<file path="src/sv/url_percent_decoder_utf8_defines.svh">
// Assertion macros used by the URL percent decoder RTL.
// No dependencies; included by urld_back, which carries concurrent checks.
`ifndef URL_PERCENT_DECODER_UTF8_DEFINES_SVH
`define URL_PERCENT_DECODER_UTF8_DEFINES_SVH

// Same-cycle implication, checked outside reset
`define URLD_ASSERT_NOW(label, ante, cons, msg) \
   label: assert property (@(posedge clock) disable iff (reset) (ante) |-> (cons)) \
      else $error(msg);

// Next-cycle implication, checked outside reset
`define URLD_ASSERT_NEXT(label, ante, cons, msg) \
   label: assert property (@(posedge clock) disable iff (reset) (ante) |=> (cons)) \
      else $error(msg);

`endif

</file>
<file path="src/sv/urld_pkg.sv">
// Shared types and constants of the URL percent decoder.
// No dependencies; imported by every decoder module.
package urld_pkg;

   // Characters with special meaning in the encoded stream
   localparam logic [7:0] CH_PERCENT = 8'h25;
   localparam logic [7:0] CH_PLUS    = 8'h2B;
   localparam logic [7:0] CH_SPACE   = 8'h20;
   localparam logic [7:0] CH_LOWER_U = 8'h75;
   localparam logic [7:0] CH_UPPER_U = 8'h55;

   // Job queue between front and back
   localparam int QDEPTH = 4;
   localparam int QPTR_W = $clog2(QDEPTH);
   localparam int QCNT_W = $clog2(QDEPTH + 1);

   // Escape parser phase
   typedef enum logic [2:0] {
      PH_TEXT = 3'd0,
      PH_PCT  = 3'd1,
      PH_HEX1 = 3'd2,
      PH_U0   = 3'd3,
      PH_U1   = 3'd4,
      PH_U2   = 3'd5,
      PH_U3   = 3'd6
   } phase_type;

   // One decoded request: up to three bytes plus end/error flags.
   // count 0 means a single result carrying no byte.
   typedef struct packed {
      logic [2:0][7:0] data;
      logic [1:0]      count;
      logic            eos;
      logic            err;
   } job_type;

endpackage

</file>
<file path="src/sv/urld_front.sv">
// Front end of the URL percent decoder: accepts requests, parses escapes,
// and pushes decoded jobs into the queue. Depends on urld_pkg.
module urld_front import urld_pkg::*; (
   input  logic       clock,
   input  logic       reset,
   input  logic       req_valid,
   output logic       req_stall,
   input  logic [7:0] req_in_byte,
   input  logic       req_end_of_string,
   input  logic       q_full,
   output logic       push,
   output job_type    push_job
);

   phase_type   phase_ff, phase_in, phase_nx;
   logic [15:0] acc_ff, acc_in, acc_nx;
   logic        abort_ff, abort_in, abort_nx;
   logic        accept;
   logic        is_digit;
   logic [3:0]  hex_val;
   logic [15:0] code;
   logic        is_u;

   assign req_stall = q_full;
   assign accept    = req_valid & ~q_full;
   assign push      = accept;

   // Hex digit value; non-digits map to (10 + lower(b) - 'a') mod 16
   assign is_digit = (req_in_byte >= 8'h30) && (req_in_byte <= 8'h39);
   assign hex_val  = is_digit ? req_in_byte[3:0] : (req_in_byte[3:0] + 4'd9);
   assign code     = {acc_ff[11:0], hex_val};
   assign is_u     = (req_in_byte == CH_LOWER_U) || (req_in_byte == CH_UPPER_U);

   // Next parser state
   always_comb begin
      phase_nx = phase_ff;
      acc_nx   = acc_ff;
      abort_nx = abort_ff;
      if (!abort_ff) begin
         unique case (phase_ff)
            PH_PCT: begin
               if (is_u) begin
                  acc_nx   = 16'd0;
                  phase_nx = PH_U0;
               end else if (req_in_byte[7]) begin
                  abort_nx = 1'b1;
                  phase_nx = PH_TEXT;
               end else begin
                  acc_nx   = {12'd0, hex_val};
                  phase_nx = PH_HEX1;
               end
            end
            PH_HEX1: begin
               if (req_in_byte[7]) abort_nx = 1'b1;
               phase_nx = PH_TEXT;
            end
            PH_U0: begin
               acc_nx   = code;
               phase_nx = PH_U1;
            end
            PH_U1: begin
               acc_nx   = code;
               phase_nx = PH_U2;
            end
            PH_U2: begin
               acc_nx   = code;
               phase_nx = PH_U3;
            end
            PH_U3: begin
               acc_nx   = 16'd0;
               phase_nx = PH_TEXT;
            end
            default: begin
               phase_nx = (req_in_byte == CH_PERCENT) ? PH_PCT : PH_TEXT;
            end
         endcase
      end
   end

   // End of string returns the parser to reset state
   always_comb begin
      if (req_end_of_string) begin
         phase_in = PH_TEXT;
         acc_in   = 16'd0;
         abort_in = 1'b0;
      end else begin
         phase_in = phase_nx;
         acc_in   = acc_nx;
         abort_in = abort_nx;
      end
   end

   // Decoded bytes for this request
   always_comb begin
      push_job       = '0;
      push_job.eos   = req_end_of_string;
      push_job.err   = abort_nx;
      if (!abort_ff) begin
         unique case (phase_ff)
            PH_PCT, PH_U0, PH_U1, PH_U2: begin
               push_job.count = 2'd0;
            end
            PH_HEX1: begin
               if (!req_in_byte[7]) begin
                  push_job.data[0] = {acc_ff[3:0], hex_val};
                  push_job.count   = 2'd1;
               end
            end
            PH_U3: begin
               if (code[15:7] == 9'd0) begin
                  push_job.data[0] = code[7:0];
                  push_job.count   = 2'd1;
               end else if (code[15:11] == 5'd0) begin
                  push_job.data[0] = {3'b110, code[10:6]};
                  push_job.data[1] = {2'b10, code[5:0]};
                  push_job.count   = 2'd2;
               end else begin
                  push_job.data[0] = {4'b1110, code[15:12]};
                  push_job.data[1] = {2'b10, code[11:6]};
                  push_job.data[2] = {2'b10, code[5:0]};
                  push_job.count   = 2'd3;
               end
            end
            default: begin
               if (req_in_byte == CH_PERCENT) begin
                  push_job.count = 2'd0;
               end else begin
                  push_job.data[0] = (req_in_byte == CH_PLUS) ? CH_SPACE : req_in_byte;
                  push_job.count   = 2'd1;
               end
            end
         endcase
      end
   end

   // Parser registers
   always_ff @(posedge clock) begin
      if (reset) begin
         phase_ff <= PH_TEXT;
         acc_ff   <= 16'd0;
         abort_ff <= 1'b0;
      end else if (accept) begin
         phase_ff <= phase_in;
         acc_ff   <= acc_in;
         abort_ff <= abort_in;
      end
   end

endmodule

</file>
<file path="src/sv/urld_queue.sv">
// Small job queue decoupling the decoder front from the output back end.
// Depends on urld_pkg.
module urld_queue import urld_pkg::*; (
   input  logic    clock,
   input  logic    reset,
   input  logic    push,
   input  job_type push_job,
   output logic    full,
   input  logic    pop,
   output logic    head_valid,
   output job_type head_job
);

   job_type             slot_ff [QDEPTH];
   logic [QPTR_W-1:0]   wr_ff, wr_in;
   logic [QPTR_W-1:0]   rd_ff, rd_in;
   logic [QCNT_W-1:0]   cnt_ff, cnt_in;
   logic                do_pop;

   assign full       = (cnt_ff == QCNT_W'(QDEPTH));
   assign head_valid = (cnt_ff != '0);
   assign head_job   = slot_ff[rd_ff];
   assign do_pop     = pop & head_valid;

   // Pointer and fill count updates
   always_comb begin
      wr_in  = push   ? QPTR_W'(wr_ff + 1'b1) : wr_ff;
      rd_in  = do_pop ? QPTR_W'(rd_ff + 1'b1) : rd_ff;
      cnt_in = cnt_ff;
      if (push && !do_pop)      cnt_in = QCNT_W'(cnt_ff + 1'b1);
      else if (!push && do_pop) cnt_in = QCNT_W'(cnt_ff - 1'b1);
   end

   always_ff @(posedge clock) begin
      if (reset) begin
         wr_ff  <= '0;
         rd_ff  <= '0;
         cnt_ff <= '0;
      end else begin
         wr_ff  <= wr_in;
         rd_ff  <= rd_in;
         cnt_ff <= cnt_in;
      end
   end

   // Job storage
   always_ff @(posedge clock) begin
      if (push) slot_ff[wr_ff] <= push_job;
   end

endmodule

</file>
<file path="src/sv/urld_back.sv">
// Back end of the URL percent decoder: expands queued jobs into one to
// three responses through an output register. Depends on urld_pkg.
`include "url_percent_decoder_utf8_defines.svh"
module urld_back import urld_pkg::*; (
   input  logic       clock,
   input  logic       reset,
   input  logic       head_valid,
   input  job_type    head_job,
   output logic       pop,
   output logic       rsp_valid,
   input  logic       rsp_stall,
   output logic [7:0] rsp_out_byte,
   output logic       rsp_byte_valid,
   output logic       rsp_run_last,
   output logic       rsp_string_end,
   output logic       rsp_decode_error
);

   logic [1:0] idx_ff, idx_in;
   logic       valid_ff, valid_in;
   logic [7:0] byte_ff;
   logic       bvalid_ff, last_ff, send_ff, err_ff;
   logic [1:0] last_idx;
   logic       load;
   logic       is_last;

   // Expansion control: load a response whenever the output slot frees up
   assign last_idx = (head_job.count == 2'd0) ? 2'd0 : 2'(head_job.count - 2'd1);
   assign is_last  = (idx_ff == last_idx);
   assign load     = head_valid & (~valid_ff | ~rsp_stall);
   assign pop      = load & is_last;

   always_comb begin
      idx_in = idx_ff;
      if (load) idx_in = is_last ? 2'd0 : 2'(idx_ff + 2'd1);
      if (load)                       valid_in = 1'b1;
      else if (valid_ff && !rsp_stall) valid_in = 1'b0;
      else                            valid_in = valid_ff;
   end

   always_ff @(posedge clock) begin
      if (reset) begin
         idx_ff   <= 2'd0;
         valid_ff <= 1'b0;
      end else begin
         idx_ff   <= idx_in;
         valid_ff <= valid_in;
      end
   end

   // Output payload register
   always_ff @(posedge clock) begin
      if (load) begin
         byte_ff   <= (head_job.count == 2'd0) ? 8'd0 : head_job.data[idx_ff];
         bvalid_ff <= (head_job.count != 2'd0);
         last_ff   <= is_last;
         send_ff   <= is_last & head_job.eos;
         err_ff    <= head_job.err;
      end
   end

   assign rsp_valid        = valid_ff;
   assign rsp_out_byte     = byte_ff;
   assign rsp_byte_valid   = bvalid_ff;
   assign rsp_run_last     = last_ff;
   assign rsp_string_end   = send_ff;
   assign rsp_decode_error = err_ff;

   `URLD_ASSERT_NOW(a_mid_has_byte, valid_ff && !last_ff, bvalid_ff, "non-final response without byte")
   `URLD_ASSERT_NOW(a_end_is_last, valid_ff && send_ff, last_ff, "string end not on last response")
   `URLD_ASSERT_NOW(a_expand_holds_head, idx_ff != 2'd0, head_valid, "expansion lost its job")
   `URLD_ASSERT_NEXT(a_fill_empty_slot, !valid_ff && head_valid, valid_ff, "queued job not sent")

endmodule

</file>
<file path="src/sv/url_percent_decoder_utf8.sv">
// URL percent decoder with %u escapes to UTF-8: top level.
// Depends on urld_pkg, urld_front, urld_queue and urld_back.
//
// Usage: the request channel (req_valid / req_stall) carries one encoded
// byte per request with req_end_of_string marking the final byte of a
// string. Each request yields one to three responses on the rsp_ channel;
// rsp_run_last flags the last one of a request and rsp_string_end the last
// one of a string. A request that decodes to nothing yields one response
// with rsp_byte_valid low.
// The first response of a request passes through the job queue, written at
// the accepting edge, and then the output register.
// Throughput: one request per cycle while rsp_stall is low and each
// decodes to at most one byte; a %u escape expanding to N bytes gives
// N responses, absorbed by a four-entry job queue before req_stall rises.
// Reset clears the parser state, the queue and the output valid flag.
// When the receiver raises rsp_stall the response is held, the queue fills
// and then req_stall is asserted until room frees up.
module url_percent_decoder_utf8 import urld_pkg::*; (
   input  logic       clock,
   input  logic       reset,
   input  logic       req_valid,
   output logic       req_stall,
   input  logic [7:0] req_in_byte,
   input  logic       req_end_of_string,
   output logic       rsp_valid,
   input  logic       rsp_stall,
   output logic [7:0] rsp_out_byte,
   output logic       rsp_byte_valid,
   output logic       rsp_run_last,
   output logic       rsp_string_end,
   output logic       rsp_decode_error
);

   logic    q_full;
   logic    push;
   job_type push_job;
   logic    pop;
   logic    head_valid;
   job_type head_job;

   urld_front u_front (
      .clock             (clock),
      .reset             (reset),
      .req_valid         (req_valid),
      .req_stall         (req_stall),
      .req_in_byte       (req_in_byte),
      .req_end_of_string (req_end_of_string),
      .q_full            (q_full),
      .push              (push),
      .push_job          (push_job)
   );

   urld_queue u_queue (
      .clock      (clock),
      .reset      (reset),
      .push       (push),
      .push_job   (push_job),
      .full       (q_full),
      .pop        (pop),
      .head_valid (head_valid),
      .head_job   (head_job)
   );

   urld_back u_back (
      .clock            (clock),
      .reset            (reset),
      .head_valid       (head_valid),
      .head_job         (head_job),
      .pop              (pop),
      .rsp_valid        (rsp_valid),
      .rsp_stall        (rsp_stall),
      .rsp_out_byte     (rsp_out_byte),
      .rsp_byte_valid   (rsp_byte_valid),
      .rsp_run_last     (rsp_run_last),
      .rsp_string_end   (rsp_string_end),
      .rsp_decode_error (rsp_decode_error)
   );

endmodule

</file>
<file path="config.mk">
export PLATFORM = sky130hd
export DESIGN_NAME = url_percent_decoder_utf8
export DESIGN_NICKNAME = d
export VERILOG_FILES = /design/src/sv/urld_pkg.sv /design/src/sv/urld_front.sv /design/src/sv/urld_queue.sv /design/src/sv/urld_back.sv /design/src/sv/url_percent_decoder_utf8.sv
export VERILOG_INCLUDE_DIRS = /design/src /design/src/sv
export SDC_FILE = /design/constraint.sdc
export NUM_CORES = 1
export LEC_CHECK = 0
export ABC_AREA = 1
export BUFFER_PORTS_ARGS = -buffer_cell sky130_fd_sc_hd__buf_2
export CAP_MARGIN = 15
export CORE_MARGIN = 3
export CORE_UTILIZATION = 55
export DETAILED_ROUTE_END_ITERATION = 10
export PLACE_DENSITY = 0.75
export SLEW_MARGIN = 40
export SYNTH_ARGS = -nofsm -noshare
export SYNTH_HDL_FRONTEND = slang
export SYNTH_SLANG_ARGS = --single-unit
</file>
<file path="constraint.sdc">
create_clock -name clock -period 2.2 [get_ports clock]
set_input_delay 0.33 -clock clock [delete_from_list [all_inputs] [get_ports clock]]
set_output_delay 0.33 -clock clock [all_outputs]
set_load 0.1 [all_outputs]
</file>
-- Word level (Yosys, flattened, before mapping)
Memory sizes are Yosys's and may differ from the RTL's. A register that Yosys moved wholly into a read port is not among the register bits.
Cells that the tools add are included.
- $add $sub $neg: 7
- multipliers: 0
- divide/modulo/power cells: 0
- $lt $le $gt $ge: 3
- eq/ne operators: 14
- shifts and indexed selects: 0
- muxes and demuxes: 41
- bitwise operators: 9
- reductions and logical operators: 21
- operators with widths (cell ; number):
    12-bit 2-to-1 mux ; 4
    16-bit 2-to-1 mux ; 3
    12-bit case mux with 3 select lines ; 1
    8-bit 2-to-1 mux ; 4
    26-bit 2-to-1 mux ; 1
    8-bit case mux with 3 select lines ; 1
    10-bit 2-to-1 mux ; 2
    8-bit binary-select mux with 2-bit select ; 1
    8-bit by 6-bit == test with 1-bit output (second input constant) ; 2
    8-bit by 7-bit == test with 1-bit output (second input constant) ; 2
    3-bit 2-to-1 mux ; 5
    3-bit case mux with 5 select lines ; 1
    3-bit == test (second input constant) ; 4
    1-bit 2-to-1 mux ; 10
    2-bit 2-to-1 mux ; 5
    9-bit logical NOT ; 1
    8-bit by 6-bit greater-or-equal comparator with 1-bit output (second input constant) ; 1
    8-bit by 6-bit less-or-equal comparator with 1-bit output (second input constant) ; 1
    2-bit by 1-bit adder with 2-bit output (second input constant) ; 3
    3-bit by 2-bit == test with 1-bit output (second input constant) ; 2
    2-bit case mux with 3 select lines ; 1
    2-bit nonzero test ; 3
    1-bit AND ; 5
    5-bit logical NOT ; 1
    other kinds (24) ; 31
- register bits: 38
- latch bits: 0
- memory bits (writable): 112
- bits in read-only memories: 0
- input port bits: 13
- output and inout port bits: 14
- logic and storage cells: 109
- memories: 1
- memories (memory ; depth ; width ; rd ports ; clocked after memory_dff ; wr ports ; RTL line ; source):
    u_queue.slot_ff ; 4 ; 28 ; 1 ; 1 ; 1 ; urld_queue.sv:14 ; job_type slot_ff [QDEPTH];

-- Longest topological paths before layout
- word-level depth: 8
- mapped depth: 17
- depth with buffers taken out: 16

-- Cells and area by module
A second synthesis with hierarchy kept.
- cell total of the unflattened synthesis: 696
- area, all modules: 6906.6 um^2
- by module, submodules not included (module ; instances ; cells each ; area each (um^2) ; seq. area each (um^2)):
    urld_queue ; 1 ; 334 ; 4615.7 ; 3543.4
    urld_front ; 1 ; 271 ; 1537.7 ; 320.3
    urld_back ; 1 ; 91 ; 753.2 ; 420.4

-- Worst setup path after synthesis
OpenSTA, ideal clock, no wires.
- kind: reg-to-reg
- start point: reg u_back.valid_ff, in the netlist u_back.rsp_valid
- end point: reg u_queue.cnt_ff[1]
- library setup time: 120 ps
- arrival: 2664 ps
- required time: 2080 ps
- path slack: -584 ps
- stages on the path, launching flop included: 10
- buffers on the path: 0
- period minus slack after synthesis: 2784 ps
- cells stage by stage: dfxtp_1 > nand2_1 > inv_1 > nor2_1 > nand3_4 > ha_1 > inv_1 > fa_1 > o21ai_0 > a21oi_1
- cells in the longest elaborated chain, start to end: 8
- elaborated cells on any way between the ends: 10
- those cells by class: mux: 1; bitwise: 5; reduce/logical: 4
- RTL lines (what ; RTL line ; source):
    start: declaration ; urld_back.sv:20 ; logic valid_ff, valid_in;
    start signal: assignment ; urld_back.sv:47 ; valid_ff <= valid_in;
    1-bit NOT ; urld_back.sv:30 ; assign load = head_valid & (~valid_ff | ~rsp_stall);
    1-bit bitwise OR ; urld_back.sv:30 ;
    1-bit AND ; urld_back.sv:30 ;
    via u_back.load ; urld_back.sv:24 ; logic load;
    1-bit AND ; urld_back.sv:31 ; assign pop = load & is_last;
    1-bit AND ; urld_queue.sv:23 ; assign do_pop = pop & head_valid;
    1-bit logical NOT ; urld_queue.sv:30 ; if (push && !do_pop) cnt_in = QCNT_W'(cnt_ff + 1'b1);
    1-bit logical AND ; urld_queue.sv:30 ;
    3-bit 2-to-1 mux ; urld_queue.sv:30 ;
    via u_queue.cnt_in[1] ; urld_queue.sv:17 ; logic [QCNT_W-1:0] cnt_ff, cnt_in;
    end signal: assignment ; urld_queue.sv:42 ; cnt_ff <= cnt_in;
    end: declaration ; urld_queue.sv:17 ;
The timed path passes the listed nets, and every way through them passes these cells.
A chain may end at the register's enable or synchronous reset.

==> flow_metrics.tcl <==
set metrics [dict create \
    status "finished clean" \
    cp_top_family "simple AND/OR/NAND/NOR gates" \
    routed_wl_mm 15.12 \
    combPwrFrac 0.353 \
    synth_area_leader_cell "edfxtp_1" \
    start_util 0.5717 \
    antenna_found_initial 0 \
    final_max_slew_viol_count 0 \
    dr.pass1.iters 5 \
    overflow 0 \
    syn_area_per_cell_sq_um 10.16 \
    core_area_sq_um 11560 \
    rows 39 \
    ff2ff_path_depth 16 \
    yosysSeqAreaShare 0.6117 \
    cpMostUsedCell "nand2_1" \
    vias 4865 \
    cts-htree-levels 4 \
    min_to "u_front.acc_ff[2]" \
    multi_input_area_sq_um 2176 \
    min_path_cells 2 \
    die_w_microns 115.6 \
    yosysTopAreaCellShare 0.5269 \
    cp.required_ns 2.56 \
    dp_hpwl_mm 10.00 \
    insertedDiodeCount 0 \
    yosysWarnings 0 \
    switching_share 0.3977 \
    utilization 0.6501 \
    clock_sinks 144 \
    grt_pass1_vias 4826 \
    reg2reg_setup_slack_ns 0.17 \
    fillers 889 \
    slew-limit-headroom 0.6077 \
    grt_pass1_wl_mm 24.43 \
    final_area_sq_um 7518 \
    cts_buffers 17 \
    clockRootBuffer "clkbuf_16" \
    tightest_slew_ns 0.5867 \
    dpl_cell_area_sq_um 6937 \
    async_flop_share 0 \
    hold_buffers 0 \
    intPower_mw 5.847 \
    hold_path.class "input port to register" \
    top_level_ports 27 \
    drc 0 \
    nNetsFinal 709 \
    die_h_microns 115.6 \
    worstSetupEndpointType "register" \
    cp-start-kind "register" \
    portBuffers 26 \
    p_per_area_nw_per_um2 1291 \
    irDropWorstVdd_mv 0.5569 \
    place.gp.congestion 0.9047 \
    worstSetupPathType "register to register" \
    clk_pin_slew_worst_paths_ns 0.06 \
    crit_fanout 6 \
    viasPerCell 5.778 \
    path_cells "inv_4, nand2_1, nand3_1, nand2_1, nand2_1, nand2_1, inv_2, nand3_4, ha_1, inv_2, fa_2, nor2_2, nor2_1, nand2_1, o21ai_0, a21oi_1" \
    p_leak_nw 2.837 \
    clock.fmax_mhz 492.1 \
    synth_enable_flop_cells 116 \
    p_total_mw 9.709 \
    grt_max_degree 49 \
    netlist_area_sq_um 6611 \
    insertion_delay_ns 0.42 \
    synth_area_leaders "edfxtp_1 53%, dfxtp_1 8.5%, nand2_1 5.2%, nor2_1 4.7%, nand3_1 4.2%" \
    syn_to_final_growth_pct 13.72 \
    min_period_ns 2.032 \
    critPathBufInv 3 \
    synth.lib_cells_used.distinct 40 \
    period_share 0.9237 \
    cts_buffer_depth 2 \
    holdCritStartpoint "reset" \
    rr_endpoint "u_queue.cnt_ff[2]" \
    syn_inst 651 \
    cpPeakStageDelay_ns 0.38 \
    seqPwrFrac 0.369 \
    finalSetupViolCount 0 \
    p_clk_frac 0.279 \
    synth_nets 674 \
    cts_tree "done" \
    die-area_sq_um 13370 \
    ant_nets 0 \
    fin_skew_ns 0.008232 \
    drt-initial-drc-count 569 \
    hold_violations 0 \
    cp_data_arrival_time_ns 2.39 \
    synth_flop_cell "edfxtp_1" \
    slowest_stage "dfxtp_4" \
    p_sw_mw 3.862 \
    grt.total_usage 0.2404 \
    drv_cap 0 \
    ys_seq_elements 144 \
    drive_gt1_frac 0.1845 \
    ff_latch_area_sq_um 4050 \
    wl_per_cell_microns 17.95 \
]
## placed cells by master, fill, tap and decap left out, drive strengths merged, types with 7 or more instances in the layout
cell type  synthesis  routed
nor3              10      10
dfxtp             28      28
inv               65      68
nand2             99      99
or2                7       7
nand3             58      58
nor2              89      89
o211ai            23      23
o21ai             58      58
clkbuf             6      18
ha                 9       9
a21oi             43      43
edfxtp           116     116
buf               20      42
## per-layer routing
layer  up-vias  GRT usage  wire length (microns)  share of wire
met1      2318     0.3230                   6736           0.45
met4         0     0.1152                    332          0.022
li1       2327          -                      -              -
met5         -          0                      0              0
met3        34    0.04648                    838          0.055
met2       186     0.3792                   7207           0.48
## sequential cells by signal, summed over array words and instances (netlist names), 2 cells and up, named ones only
register             count
u_back.idx_ff            2
u_back.rsp_out_byte      8
u_front.acc_ff          12
u_front.phase_ff         3
u_queue.cnt_ff           3
u_queue.rd_ff            2
u_queue.slot_ff        104
u_queue.wr_ff            2
## worst max-delay path by stage
stage | cells past startpoint | endpoint | slack, ns
6_report | 16 | u_queue.cnt_ff[2] | 0.17
5_1_grt | 16 | u_queue.cnt_ff[2] | -0.0006
3_5_place_dp | 16 | u_queue.cnt_ff[2] | 0.07
3_3_place_gp | 16 | u_queue.cnt_ff[2] | 0.22
2_1_floorplan | 5 | u_queue.slot_ff[0][0] | -0.08
4_1_cts | 16 | u_queue.cnt_ff[2] | 0.04
## power by group through the flow
stage / registers [mW] / clock network (mW) / logic (mW)
after floorplan: 4.47 / 0 / 1.72
after global placement: 3.61 / 0 / 3.28
after detailed placement: 3.63 / 0 / 3.38
after CTS: 3.58 / 2.73 / 3.41
after global routing: 3.62 / 2.86 / 3.72
final: 3.58 / 2.70 / 3.42
## area by class of cell
cell class                 count  share of cell area
multi-input combinational    416              0.2894
sequential                   144              0.5387
tap                          143             0.02380
inverter                      65             0.03312
clock inverter                14             0.01797
clock buffer                  18             0.05708
timing repair buffer          42             0.03994
## cells in the mapped netlist, drive strengths merged (3+ instances only)
master / number
edfxtp: 116
nand2: 99
nor2: 89
inv: 65
nand3: 58
o21ai: 58
a21oi: 43
dfxtp: 28
o211ai: 23
buf: 20
nor3: 10
ha: 9
or2: 7
clkbuf: 6
o22ai: 6
xor2: 5
nand4: 3
## cell families (layout without fill, tap and decap cells)
group / after synthesis / count (layout) / share of synthesized area
and+or+nand+nor: 268 / 268 / 0.1821
DFF: 144 / 144 / 0.6117
AOI/OAI and AO/OA: 132 / 132 / 0.1156
buffers and inverters: 91 / 139 / 0.06264
adders and majority gates: 10 / 10 / 0.02006
xor gates and xnor gates: 6 / 6 / 0.007948
## per-stage QoR
| step | setup TNS, ns | worst slack [ns] | cells | hold WS (ns) |
|---|---|---|---|---|
| after global placement | 0 | 0.2150 | 809 | 0.4676 |
| after detailed placement | 0 | 0.07395 | 809 | 0.4899 |
| final | 0 | 0.1678 | 842 | 0.2722 |
| after global routing | -0.0005540 | -0.0005540 | 842 | 0.2850 |
| after CTS | 0 | 0.04206 | 841 | 0.2525 |
| after floorplan | -7.976 | -0.07669 | 651 | 0.4289 |
## what timing repair did
item / in CTS / in global routing
endpoints found under the setup margin: 0 / 2
setup buffers: 0 / 1
hold endpoints to repair: 0 / 0
gates resized for setup: 0 / 7
No activity file was read; power rests on OpenSTA's default activity.
